[src/rtl/core/kst_pkg.sv]
`timescale 1ns / 1ps
// ----------------------------------------------------------------------------
// kst_pkg
// Shared types and field widths of the keyed set table.
// ----------------------------------------------------------------------------
package kst_pkg;

  localparam int unsigned OpW     = 2;
  localparam int unsigned KeyW    = 31;
  localparam int unsigned HandleW = 16;
  localparam int unsigned CountW  = 7;
  localparam int unsigned StatusW = 2;
  localparam int unsigned EntryW  = KeyW + HandleW;

  typedef enum logic [OpW-1:0] {
    OP_ADD    = 2'd0,
    OP_REMOVE = 2'd1,
    OP_GET    = 2'd2,
    OP_POP    = 2'd3
  } op_e;

  typedef enum logic [StatusW-1:0] {
    ST_OK     = 2'd0,
    ST_ABSENT = 2'd1,
    ST_FULL   = 2'd2,
    ST_EMPTY  = 2'd3
  } status_e;

  typedef enum logic [2:0] {
    KST_IDLE,
    KST_SEARCH,
    KST_MOVE_RD,
    KST_MOVE_WR,
    KST_POP_DATA,
    KST_RESULT
  } state_e;

  typedef struct packed {
    status_e                status;
    logic                   found;
    logic [KeyW-1:0]        key;
    logic [HandleW-1:0]     handle;
    logic [CountW-1:0]      count;
  } result_t;

endpackage

[src/rtl/core/kst_mem.sv]
`timescale 1ns / 1ps
// ----------------------------------------------------------------------------
// kst_mem
// Entry store: one write port, one read port with registered read data.
// ----------------------------------------------------------------------------
module kst_mem #(
  parameter int unsigned Depth = 64,
  parameter int unsigned Width = 47
) (
  input  logic                     clk_i,
  input  logic                     rd_en_i,
  input  logic [$clog2(Depth)-1:0] rd_addr_i,
  output logic [Width-1:0]         rd_data_o,
  input  logic                     wr_en_i,
  input  logic [$clog2(Depth)-1:0] wr_addr_i,
  input  logic [Width-1:0]         wr_data_i
);

  logic [Width-1:0] mem_q [Depth];
  logic [Width-1:0] rd_data_q;

  always_ff @(posedge clk_i) begin
    if (wr_en_i) begin
      mem_q[wr_addr_i] <= wr_data_i;
    end
  end

  always_ff @(posedge clk_i) begin
    if (rd_en_i) begin
      rd_data_q <= mem_q[rd_addr_i];
    end
  end

  assign rd_data_o = rd_data_q;

endmodule

[src/rtl/core/kst_ctrl.sv]
`timescale 1ns / 1ps
// ----------------------------------------------------------------------------
// kst_ctrl
// Operation sequencer: linear key scan, compaction on remove, pop, add.
// ----------------------------------------------------------------------------
module kst_ctrl #(
  parameter int unsigned Capacity = 64
) (
  input  logic                        clk_i,
  input  logic                        rst_ni,
  input  logic                        in_valid_i,
  output logic                        in_ready_o,
  input  logic [kst_pkg::OpW-1:0]     opcode_i,
  input  logic [kst_pkg::KeyW-1:0]    key_id_i,
  input  logic [kst_pkg::HandleW-1:0] entry_handle_i,
  output logic                        res_valid_o,
  input  logic                        res_ready_i,
  output kst_pkg::result_t            res_o,
  output logic                        rd_en_o,
  output logic [$clog2(Capacity)-1:0] rd_addr_o,
  input  logic [kst_pkg::EntryW-1:0]  rd_data_i,
  output logic                        wr_en_o,
  output logic [$clog2(Capacity)-1:0] wr_addr_o,
  output logic [kst_pkg::EntryW-1:0]  wr_data_o
);

  localparam int unsigned AW = $clog2(Capacity);
  localparam int unsigned OW = $clog2(Capacity + 1);

  kst_pkg::state_e state_q, state_d;
  logic [OW-1:0]   occ_q, occ_d;
  logic [OW-1:0]   scan_q, scan_d;
  logic            rd_vld_q, rd_vld_d;
  logic [AW-1:0]   rd_idx_q, rd_idx_d;
  logic [AW-1:0]   slot_q, slot_d;
  kst_pkg::op_e    op_q, op_d;
  logic [kst_pkg::KeyW-1:0]    key_q, key_d;
  logic [kst_pkg::HandleW-1:0] handle_q, handle_d;
  kst_pkg::result_t            res_q, res_d;

  logic [OW-1:0]               last_w;
  logic [kst_pkg::KeyW-1:0]    rd_key;
  logic [kst_pkg::HandleW-1:0] rd_handle;
  logic                        hit;
  logic                        miss;

  assign last_w    = occ_q - OW'(1);
  assign rd_key    = rd_data_i[kst_pkg::EntryW-1:kst_pkg::HandleW];
  assign rd_handle = rd_data_i[kst_pkg::HandleW-1:0];
  assign hit       = rd_vld_q && (rd_key == key_q);
  // miss once the last occupied slot was compared, or right away on an empty set
  assign miss      = !hit && ((occ_q == '0) || (rd_vld_q && (OW'(rd_idx_q) == last_w)));

  always_comb begin
    state_d   = state_q;
    occ_d     = occ_q;
    scan_d    = scan_q;
    rd_vld_d  = 1'b0;
    rd_idx_d  = rd_idx_q;
    slot_d    = slot_q;
    op_d      = op_q;
    key_d     = key_q;
    handle_d  = handle_q;
    res_d     = res_q;
    in_ready_o  = 1'b0;
    res_valid_o = 1'b0;
    rd_en_o   = 1'b0;
    rd_addr_o = '0;
    wr_en_o   = 1'b0;
    wr_addr_o = '0;
    wr_data_o = {key_q, handle_q};

    unique case (state_q)
      kst_pkg::KST_IDLE: begin
        in_ready_o = 1'b1;
        if (in_valid_i) begin
          op_d     = kst_pkg::op_e'(opcode_i);
          key_d    = key_id_i;
          handle_d = entry_handle_i;
          scan_d   = '0;
          res_d.status = kst_pkg::ST_OK;
          res_d.found  = 1'b0;
          res_d.key    = '0;
          res_d.handle = '0;
          res_d.count  = kst_pkg::CountW'(occ_q);
          if (kst_pkg::op_e'(opcode_i) == kst_pkg::OP_POP) begin
            if (occ_q == '0) begin
              res_d.status = kst_pkg::ST_EMPTY;
              state_d      = kst_pkg::KST_RESULT;
            end else begin
              rd_en_o   = 1'b1;
              rd_addr_o = last_w[AW-1:0];
              occ_d     = last_w;
              state_d   = kst_pkg::KST_POP_DATA;
            end
          end else begin
            state_d = kst_pkg::KST_SEARCH;
          end
        end
      end

      kst_pkg::KST_SEARCH: begin
        // one read issued and one compare done per cycle
        if (scan_q < occ_q) begin
          rd_en_o   = 1'b1;
          rd_addr_o = scan_q[AW-1:0];
          rd_vld_d  = 1'b1;
          rd_idx_d  = scan_q[AW-1:0];
          scan_d    = scan_q + OW'(1);
        end
        if (hit) begin
          rd_vld_d     = 1'b0;
          res_d.found  = 1'b1;
          res_d.key    = rd_key;
          res_d.handle = rd_handle;
          slot_d       = rd_idx_q;
          unique case (op_q)
            kst_pkg::OP_ADD: begin
              res_d.status = kst_pkg::ST_ABSENT;
              state_d      = kst_pkg::KST_RESULT;
            end
            kst_pkg::OP_REMOVE: state_d = kst_pkg::KST_MOVE_RD;
            default:            state_d = kst_pkg::KST_RESULT;
          endcase
        end else if (miss) begin
          rd_vld_d = 1'b0;
          state_d  = kst_pkg::KST_RESULT;
          if (op_q == kst_pkg::OP_ADD) begin
            if (occ_q == OW'(Capacity)) begin
              res_d.status = kst_pkg::ST_FULL;
            end else begin
              wr_en_o     = 1'b1;
              wr_addr_o   = occ_q[AW-1:0];
              occ_d       = occ_q + OW'(1);
              res_d.count = kst_pkg::CountW'(occ_q + OW'(1));
            end
          end else begin
            res_d.status = kst_pkg::ST_ABSENT;
          end
        end
      end

      kst_pkg::KST_MOVE_RD: begin
        rd_en_o   = 1'b1;
        rd_addr_o = last_w[AW-1:0];
        occ_d     = last_w;
        state_d   = kst_pkg::KST_MOVE_WR;
      end

      kst_pkg::KST_MOVE_WR: begin
        // last entry fills the hole; harmless when the hole is the last slot
        wr_en_o     = 1'b1;
        wr_addr_o   = slot_q;
        wr_data_o   = rd_data_i;
        res_d.count = kst_pkg::CountW'(occ_q);
        state_d     = kst_pkg::KST_RESULT;
      end

      kst_pkg::KST_POP_DATA: begin
        res_d.key    = rd_key;
        res_d.handle = rd_handle;
        res_d.count  = kst_pkg::CountW'(occ_q);
        state_d      = kst_pkg::KST_RESULT;
      end

      kst_pkg::KST_RESULT: begin
        res_valid_o = 1'b1;
        if (res_ready_i) begin
          state_d = kst_pkg::KST_IDLE;
        end
      end

      default: state_d = kst_pkg::KST_IDLE;
    endcase
  end

  always_ff @(posedge clk_i or negedge rst_ni) begin
    if (!rst_ni) begin
      state_q  <= kst_pkg::KST_IDLE;
      occ_q    <= '0;
      scan_q   <= '0;
      rd_vld_q <= 1'b0;
    end else begin
      state_q  <= state_d;
      occ_q    <= occ_d;
      scan_q   <= scan_d;
      rd_vld_q <= rd_vld_d;
    end
  end

  always_ff @(posedge clk_i) begin
    rd_idx_q <= rd_idx_d;
    slot_q   <= slot_d;
    op_q     <= op_d;
    key_q    <= key_d;
    handle_q <= handle_d;
    res_q    <= res_d;
  end

  assign res_o = res_q;

endmodule

[src/rtl/core/keyed_set_table.sv]
`timescale 1ns / 1ps
// ----------------------------------------------------------------------------
// keyed_set_table
// Packed set of key/handle entries with add, remove, get and pop.
// ----------------------------------------------------------------------------
// latency, accepted word to result word, grows with occupancy for add, get and remove,
// which scan the set; remove then moves the last entry into the hole; pop reads only the last entry
// one word at a time, the next accepted once the last result enters the output register;
// the scan reads one entry per cycle through the single read port, which sets the rate
// the output register holds a finished word while the next one is accepted
// reset empties the set at once; entry contents are not cleared
module keyed_set_table #(
  parameter int unsigned CAPACITY = 64
) (
  input  logic                        clk_i,
  input  logic                        rst_ni,
  input  logic                        in_valid_i,
  output logic                        in_ready_o,
  input  logic [kst_pkg::OpW-1:0]     opcode_i,
  input  logic [kst_pkg::KeyW-1:0]    key_id_i,
  input  logic [kst_pkg::HandleW-1:0] entry_handle_i,
  output logic                        out_valid_o,
  input  logic                        out_ready_i,
  output logic [kst_pkg::StatusW-1:0] status_o,
  output logic                        found_o,
  output logic [kst_pkg::KeyW-1:0]    out_key_o,
  output logic [kst_pkg::HandleW-1:0] out_handle_o,
  output logic [kst_pkg::CountW-1:0]  count_o
);

  localparam int unsigned AW = $clog2(CAPACITY);

  kst_pkg::result_t           res;
  kst_pkg::result_t           out_q;
  logic                       res_valid;
  logic                       res_ready;
  logic                       out_valid_q;
  logic                       rd_en;
  logic [AW-1:0]              rd_addr;
  logic [kst_pkg::EntryW-1:0] rd_data;
  logic                       wr_en;
  logic [AW-1:0]              wr_addr;
  logic [kst_pkg::EntryW-1:0] wr_data;

  kst_ctrl #(
    .Capacity (CAPACITY)
  ) u_ctrl (
    .clk_i          (clk_i),
    .rst_ni         (rst_ni),
    .in_valid_i     (in_valid_i),
    .in_ready_o     (in_ready_o),
    .opcode_i       (opcode_i),
    .key_id_i       (key_id_i),
    .entry_handle_i (entry_handle_i),
    .res_valid_o    (res_valid),
    .res_ready_i    (res_ready),
    .res_o          (res),
    .rd_en_o        (rd_en),
    .rd_addr_o      (rd_addr),
    .rd_data_i      (rd_data),
    .wr_en_o        (wr_en),
    .wr_addr_o      (wr_addr),
    .wr_data_o      (wr_data)
  );

  kst_mem #(
    .Depth (CAPACITY),
    .Width (kst_pkg::EntryW)
  ) u_mem (
    .clk_i     (clk_i),
    .rd_en_i   (rd_en),
    .rd_addr_i (rd_addr),
    .rd_data_o (rd_data),
    .wr_en_i   (wr_en),
    .wr_addr_i (wr_addr),
    .wr_data_i (wr_data)
  );

  // output word register
  assign res_ready = !out_valid_q || out_ready_i;

  always_ff @(posedge clk_i or negedge rst_ni) begin
    if (!rst_ni) begin
      out_valid_q <= 1'b0;
    end else if (res_ready) begin
      out_valid_q <= res_valid;
    end
  end

  always_ff @(posedge clk_i) begin
    if (res_ready && res_valid) begin
      out_q <= res;
    end
  end

  assign out_valid_o  = out_valid_q;
  assign status_o     = out_q.status;
  assign found_o      = out_q.found;
  assign out_key_o    = out_q.key;
  assign out_handle_o = out_q.handle;
  assign count_o      = out_q.count;

endmodule

[config.mk]
export PLATFORM = sky130hd
export DESIGN_NAME = keyed_set_table
export DESIGN_NICKNAME = d
export VERILOG_FILES = /design/src/rtl/core/kst_pkg.sv /design/src/rtl/core/kst_mem.sv /design/src/rtl/core/kst_ctrl.sv /design/src/rtl/core/keyed_set_table.sv
export SDC_FILE = /design/constraint.sdc
export NUM_CORES = 2
export LEC_CHECK = 0
export BUFFER_PORTS_ARGS = -buffer_cell sky130_fd_sc_hd__buf_2
export CAP_MARGIN = 20
export CORE_UTILIZATION = 54
export DETAILED_ROUTE_END_ITERATION = 8
export PLACE_DENSITY = 0.7
export RECOVER_POWER = 25
export SETUP_SLACK_MARGIN = 0.02
export SKIP_LAST_GASP = 1
export SYNTH_ARGS = -nofsm -noshare
export SYNTH_HDL_FRONTEND = slang
export SYNTH_SLANG_ARGS = --single-unit
[constraint.sdc]
create_clock -name clk_i -period 14 [get_ports clk_i]
set_input_delay 1.4 -clock clk_i [delete_from_list [all_inputs] [get_ports clk_i]]
set_output_delay 1.4 -clock clk_i [all_outputs]
set_load 0.01 [all_outputs]
## Word level (Yosys, flattened, before mapping)

Memories as Yosys holds them, arrays and structs flattened. A register that Yosys moved wholly into a read port is not among the register bits.
Index checks and enable logic that the tools add are counted.

- Memories kept: 1
- Bits in writable memories: 3008
- Bits in registers: 194

Memory list:

| memory | depth | width | read ports | clocked after memory_dff | write ports | line | source |
|---|---|---|---|---|---|---|---|
| u_mem.mem_q | 64 | 47 | 1 | 1 | 1 | kst_mem.sv:19 | `logic [Width-1:0] mem_q [Depth];` |

- Add/sub/neg operators: 3
- Eq/ne operators: 23
- Multiplexer cells: 59
- $lt $le $gt $ge: 1
- Reductions and logical operators: 26

Operators with widths:

| operator | number |
|---|---|
| $pmux W47 S3 | 1 |
| $mux W7 | 9 |
| $mux W57 | 1 |
| $mux W48 | 1 |
| $mux W6 | 8 |
| $mux W47 | 1 |
| $pmux W7 S3 | 2 |
| $eq A31 B31 Y1 | 1 |
| $mux W3 | 6 |
| $pmux W6 S3 | 1 |
| $mux W1 | 16 |
| $pmux W3 S5 | 1 |
| $add A7 B1 Y7 const B | 2 |
| $mux W2 | 7 |
| $pmux W7 S2 | 1 |
| $pmux W6 S2 | 1 |
| $reduce_and A3 Y1 | 4 |
| $ne A2 B1 Y1 const B | 5 |
| $ne A2 B2 Y1 const B | 5 |
| $reduce_bool A3 Y1 | 3 |
| $reduce_and A8 Y1 | 1 |
| $eq A6 B7 Y1 | 1 |
| $eq A7 B7 Y1 const B | 1 |
| $logic_not A7 Y1 | 1 |
| other kinds (23) | 32 |

## Logic depth before layout (Yosys ltp)

- Word-level depth: 10
- Gate-level depth with buffers: 16

## By module

From an unflattened synthesis, not the netlist that was laid out.

- Cells, all modules: 5557
- Area total of the unflattened synthesis: 123722.4 um2

By module, submodules not included:

| module | cells an instance | seq. area each (um2) | times used | area each (um2) |
|---|---|---|---|---|
| kst_mem | 4890 | 91738.0 | 1 | 115268.1 |
| kst_ctrl | 606 | 3993.8 | 1 | 6688.9 |
| keyed_set_table | 61 | 1736.7 | 1 | 1765.4 |

## Least setup slack after synthesis

Ideal clock, no wire load.

- Path type: register -> register
- From: register u_ctrl.key_q[19] (netlist name)
- To: register u_ctrl.res_q (netlist bit u_ctrl.res_o[10]) (enable)
- Buffers on the path: 1
- Period minus slack after synthesis: 5.622 ns
- Arrival: 5.100 ns
- Stages on the path, launching flop included: 8
- Path slack: 8.378 ns
- Cell sequence: edfxtp_1 -> xor2_1 -> nor4_1 -> nor4b_1 -> and4_1 -> clkbuf_1 -> nand2b_1 -> a211oi_1

- Cells in the longest elaborated chain, start to end: 4

RTL lines:

| what | line | source |
|---|---|---|
| start: declaration | kst_ctrl.sv:37 | `logic [kst_pkg::KeyW-1:0] key_q, key_d;` |
| start signal: assignment | kst_ctrl.sv:195 | `key_q <= key_d;` |
| $eq A31 B31 Y1 | kst_ctrl.sv:50 | `assign hit = rd_vld_q && (rd_key == key_q);` |
| $logic_and A1 B1 Y1 | kst_ctrl.sv:50 |  |
| $ne A2 B1 Y1 (no line) | n/a |  |
| $reduce_and A3 Y1 (no line) | n/a |  |
| end signal: assignment | kst_ctrl.sv:197 | `res_q <= res_d;` |
| end: declaration | kst_ctrl.sv:39 | `kst_pkg::result_t res_q, res_d;` |

Every way passes these cells.
A chain may end at the register's enable or synchronous reset.

## Worst setup path in the final report

- From: register u_ctrl.state_q[1]
- To: memory u_mem.mem_q[26][4] (enable)

- Cells in the longest elaborated chain, start to end: 4
- Elaborated cells on any way between the ends: 6
- Those cells by class: eq/ne: 2; mux: 4

RTL lines:

| what | line | source |
|---|---|---|
| start: declaration | kst_ctrl.sv:30 | `kst_pkg::state_e state_q, state_d;` |
| start signal: assignment | kst_ctrl.sv:179 | `state_q <= kst_pkg::KST_IDLE;` |
| start signal: assignment | kst_ctrl.sv:184 | `state_q <= state_d;` |
| $eq A3 B2 Y1 / $eq A3 B1 Y1 (equally long branches) | kst_ctrl.sv:73 | `unique case (state_q)` |
| $pmux W1 S2 | kst_ctrl.sv:73 |  |
| $mux W1 | kst_mem.sv:23 | `if (wr_en_i) begin` |
| $mux W1 (not written as such) | kst_mem.sv:24 | `mem_q[wr_addr_i] <= wr_data_i;` |
| end: declaration | kst_mem.sv:19 |  |

Several ways; a longest one is shown, not always the timed one.

==> impl_metrics.env <==
export IMPL_grt_antenna_before_repair=4
export IMPL_gp_congestion=0.946
export IMPL_htreeDepth=5
export IMPL_place_area_sq_um=131000
export IMPL_numCtsBuffers=331
export IMPL_ir_drop_mv=0.171
export IMPL_ys_warnings_count=0
export IMPL_worstPathMaxFanout=50
export IMPL_routed_wl_mm=364
export IMPL_seq_area_sq_um=97500
export IMPL_die_x_um=485
export IMPL_wl_per_cell_um=32.6
export IMPL_rows=176
export IMPL_finalHoldViolations=0
export IMPL_met3_usage_pct=6.52
export IMPL_ctsResizeCount=0
export IMPL_place_ws_ps=7330
export IMPL_critPathKind="flip-flop to flip-flop"
export IMPL_synthToLayoutAreaGrowth_pct=11.5
export IMPL_cts_setup_buffers=0
export IMPL_violations="max-capacitance violations, max-slew violations"
export IMPL_ff2ff_path_depth=7
export IMPL_crit_chain="and2_2 -> clkbuf_1 -> a22oi_1 -> nor2b_1 -> nand2b_1 -> nor2_4 -> buf_4"
export IMPL_period_minus_slack_ps=7270
export IMPL_cts_buffer_depth=4
export IMPL_synth_area_leader_cell="edfxtp_1"
export IMPL_cts_sinks=3249
export IMPL_ys_types=79
export IMPL_drv_slew=1269
export IMPL_rsz0062_at_grt="false"
export IMPL_num_vias=74200
export IMPL_holdPathStages=0
export IMPL_holdWs_ps=417
export IMPL_switching_power_mw=8.77
export IMPL_busiest_layer="met2"
export IMPL_pwr_share_comb_pct=26.1
export IMPL_clock_skew_ps=50.2
export IMPL_synthCells=7711
export IMPL_p_leak_nw=45.8
export IMPL_drc=0
export IMPL_core_area_sq_um=231000
export IMPL_slowest_delay_ps=2270
export IMPL_p_total_mw=26.9
export IMPL_fin_crit_sh_pct=51.9
export IMPL_tns_ps=0
export IMPL_ant_nets=0
export IMPL_multiInputGateArea_sq_um=26900
export IMPL_ys_flop_type="edfxtp_1"
export IMPL_synth_nets=7776
export IMPL_cts_tree="built"
export IMPL_slew_headroom_pct=-124
export IMPL_synth_edf_count=3230
export IMPL_io_pins=112
export IMPL_seq_area_frac_synth_pct=77.4
export IMPL_grt_pass1_wl_mm=512
export IMPL_status="finished, violations left"
export IMPL_grt_max_degree=161
export IMPL_crit_required_ps=14580
export IMPL_cap_violations=24
export IMPL_synthTopCellsByArea="edfxtp_1 (77%), nand2_1 (4.4%), mux4_2 (3.4%)"
export IMPL_netlist_area_sq_um=126000
export IMPL_clock_latency_ps=970
export IMPL_ys_ff_latch=3249
export IMPL_die_area_sq_um=235000
export IMPL_grtUsageMet2_pct=46.6
export IMPL_timing_fmax_mhz=138
export IMPL_portBuffers=111
export IMPL_end_kind="flip-flop"
export IMPL_drive_gt1_share_pct=12.5
export IMPL_startpoint_type="flip-flop"
export IMPL_synth_commonest_cells="edfxtp_1 (3230), nand2_1 (1480), a21oi_1 (429)"
export IMPL_finalNonFillerCells=11100
export IMPL_setup_ws_ps=6730
export IMPL_arrival_ps=7840
export IMPL_initial_core_util_pct=54.5
export IMPL_internal_power_mw=18.1
export IMPL_clkSlewWorstSetupHoldPaths_ps=70
export IMPL_synth_top_area_share_pct=77.0
export IMPL_drtIter0Drc=11100
export IMPL_finish_utilization_pct=60.8
export IMPL_tightest_slew_ps=3360
export IMPL_dp_hpwl_mm=189
export IMPL_power_frac_clock_pct=30.4
export IMPL_synth_most_common_cell="edfxtp_1"
export IMPL_syn_avg_cell_area_sq_um=16.3
export IMPL_dp_cells=10500
export IMPL_seqPwrFrac_pct=43.5
export IMPL_first_pass_iters=6
export IMPL_via_per_inst=6.66
export IMPL_final_area_sq_um=140000
export IMPL_grt_util_met1_pct=41.5
export IMPL_grt_pass1_vias=70800
export IMPL_swShare_pct=32.6
export IMPL_min_path_type="flip-flop to flip-flop"
export IMPL_nets=7949
export IMPL_power_density_nw_per_um2=192
export IMPL_die_h_um=485
export IMPL_async_flop_share_pct=0.585
export IMPL_fillers=16300
export IMPL_grt_usage_pct=30.5
export IMPL_clock_root_buffer="clkbuf_16"
export IMPL_hold_buffers=0
export IMPL_cp_slowest_cell="clkbuf_1"
export IMPL_gr_total_overflow=0
export IMPL_setup_viol=0
[cell usage in the layout, fill, tap and decap left out, types with 12 or more instances in the layout]
cell,instances
nor2_4,70
a311oi_1,94
clkinv_1,80
a211oi_2,14
buf_12,25
nor2_1,24
mux2_2,35
nand2_2,24
o21ai_0,21
buf_2,46
o22ai_1,167
nor4bb_1,12
a21oi_1,427
dfrtp_1,19
nand2_1,1456
o2111ai_1,35
a31oi_1,97
clkbuf_16,334
bufinv_16,14
mux4_2,188
and3_1,147
buf_4,153
mux2i_1,367
and2_0,39
clkbuf_1,171
ha_1,12
xor2_1,20
a22o_1,50
nand3_1,108
edfxtp_1,3230
xnor2_1,33
clkinv_2,39
nor4_1,124
a211oi_1,271
[worst max-delay path, delay by kind of cell (launching register included)]
family,cells,cell delay (ps)
compound gates,1,640
flops,1,980
buf+inv,2,3030
simple gates,4,2180
[logic make-up (layout without fill, tap and decap cells)]
kind of cell | count (synthesis) | in the layout | synth area share [%]
AOI/OAI and AO/OA | 1218 | 1218 | 6.35
and+or+nand+nor | 2092 | 2092 | 7.30
muxes | 590 | 590 | 6.59
other | 0 | 7 | 0
buffers and inverters | 495 | 899 | 1.81
adders and majority gates | 12 | 12 | 0.119
DFF | 3249 | 3249 | 77.4
xor gates and xnor gates | 55 | 55 | 0.400
[sequential cells by signal, indices dropped and copies added, names as in the netlist, 7 cells and up]
name,flops
count_o,7
out_handle_o,16
u_ctrl.res_o,57
u_ctrl.occ_q,7
u_ctrl.key_q,31
u_ctrl.scan_q,7
u_ctrl.handle_q,16
u_mem.rd_data_o,47
out_key_o,31
u_mem.mem_q,3008
[power by group through the flow]
stage | sequential, mW | combinational [mW] | clock, mW
global route | 11.7 | 7.34 | 8.58
global placement | 11.9 | 6.74 | 0
finish | 11.7 | 7.03 | 8.17
detailed placement | 11.9 | 6.89 | 0
CTS | 11.7 | 6.91 | 8.21
floorplan | 11.7 | 4.55 | 0
[metal layers]
metal  up-vias  wire length [um]
met3       852             43200
met4         2             21900
met1     37700            133000
met2      5324            166000
met5         -                16
li1      30400                 -
[final timing paths]
| path | from | to | slack (ps) |
|---|---|---|---|
| worst max register to register | u_ctrl.state_q[1] | u_mem.mem_q[26][4] | 6730 |
| min in group asynchronous | rst_ni | out_valid_o | 740 |
| max in group asynchronous | rst_ni | u_ctrl.scan_q[0] | 12470 |
| worst max-delay path | u_ctrl.state_q[1] | u_mem.mem_q[26][4] | 6730 |
| worst min-delay path | u_ctrl.res_o[47] | out_key_o[24] | 420 |
| worst min register to register | u_ctrl.res_o[47] | out_key_o[24] | 420 |
[layout make-up]
cell class                 instances  area share, %
tap                             3026           2.70
multi-input combinational       3967           19.2
timing repair buffer             321           1.72
antenna                            7         0.0125
sequential                      3249           69.4
clock buffer                     417           6.19
clock inverter                   147          0.742
inverter                          14         0.0383
Power figures use the tool's default switching activity.
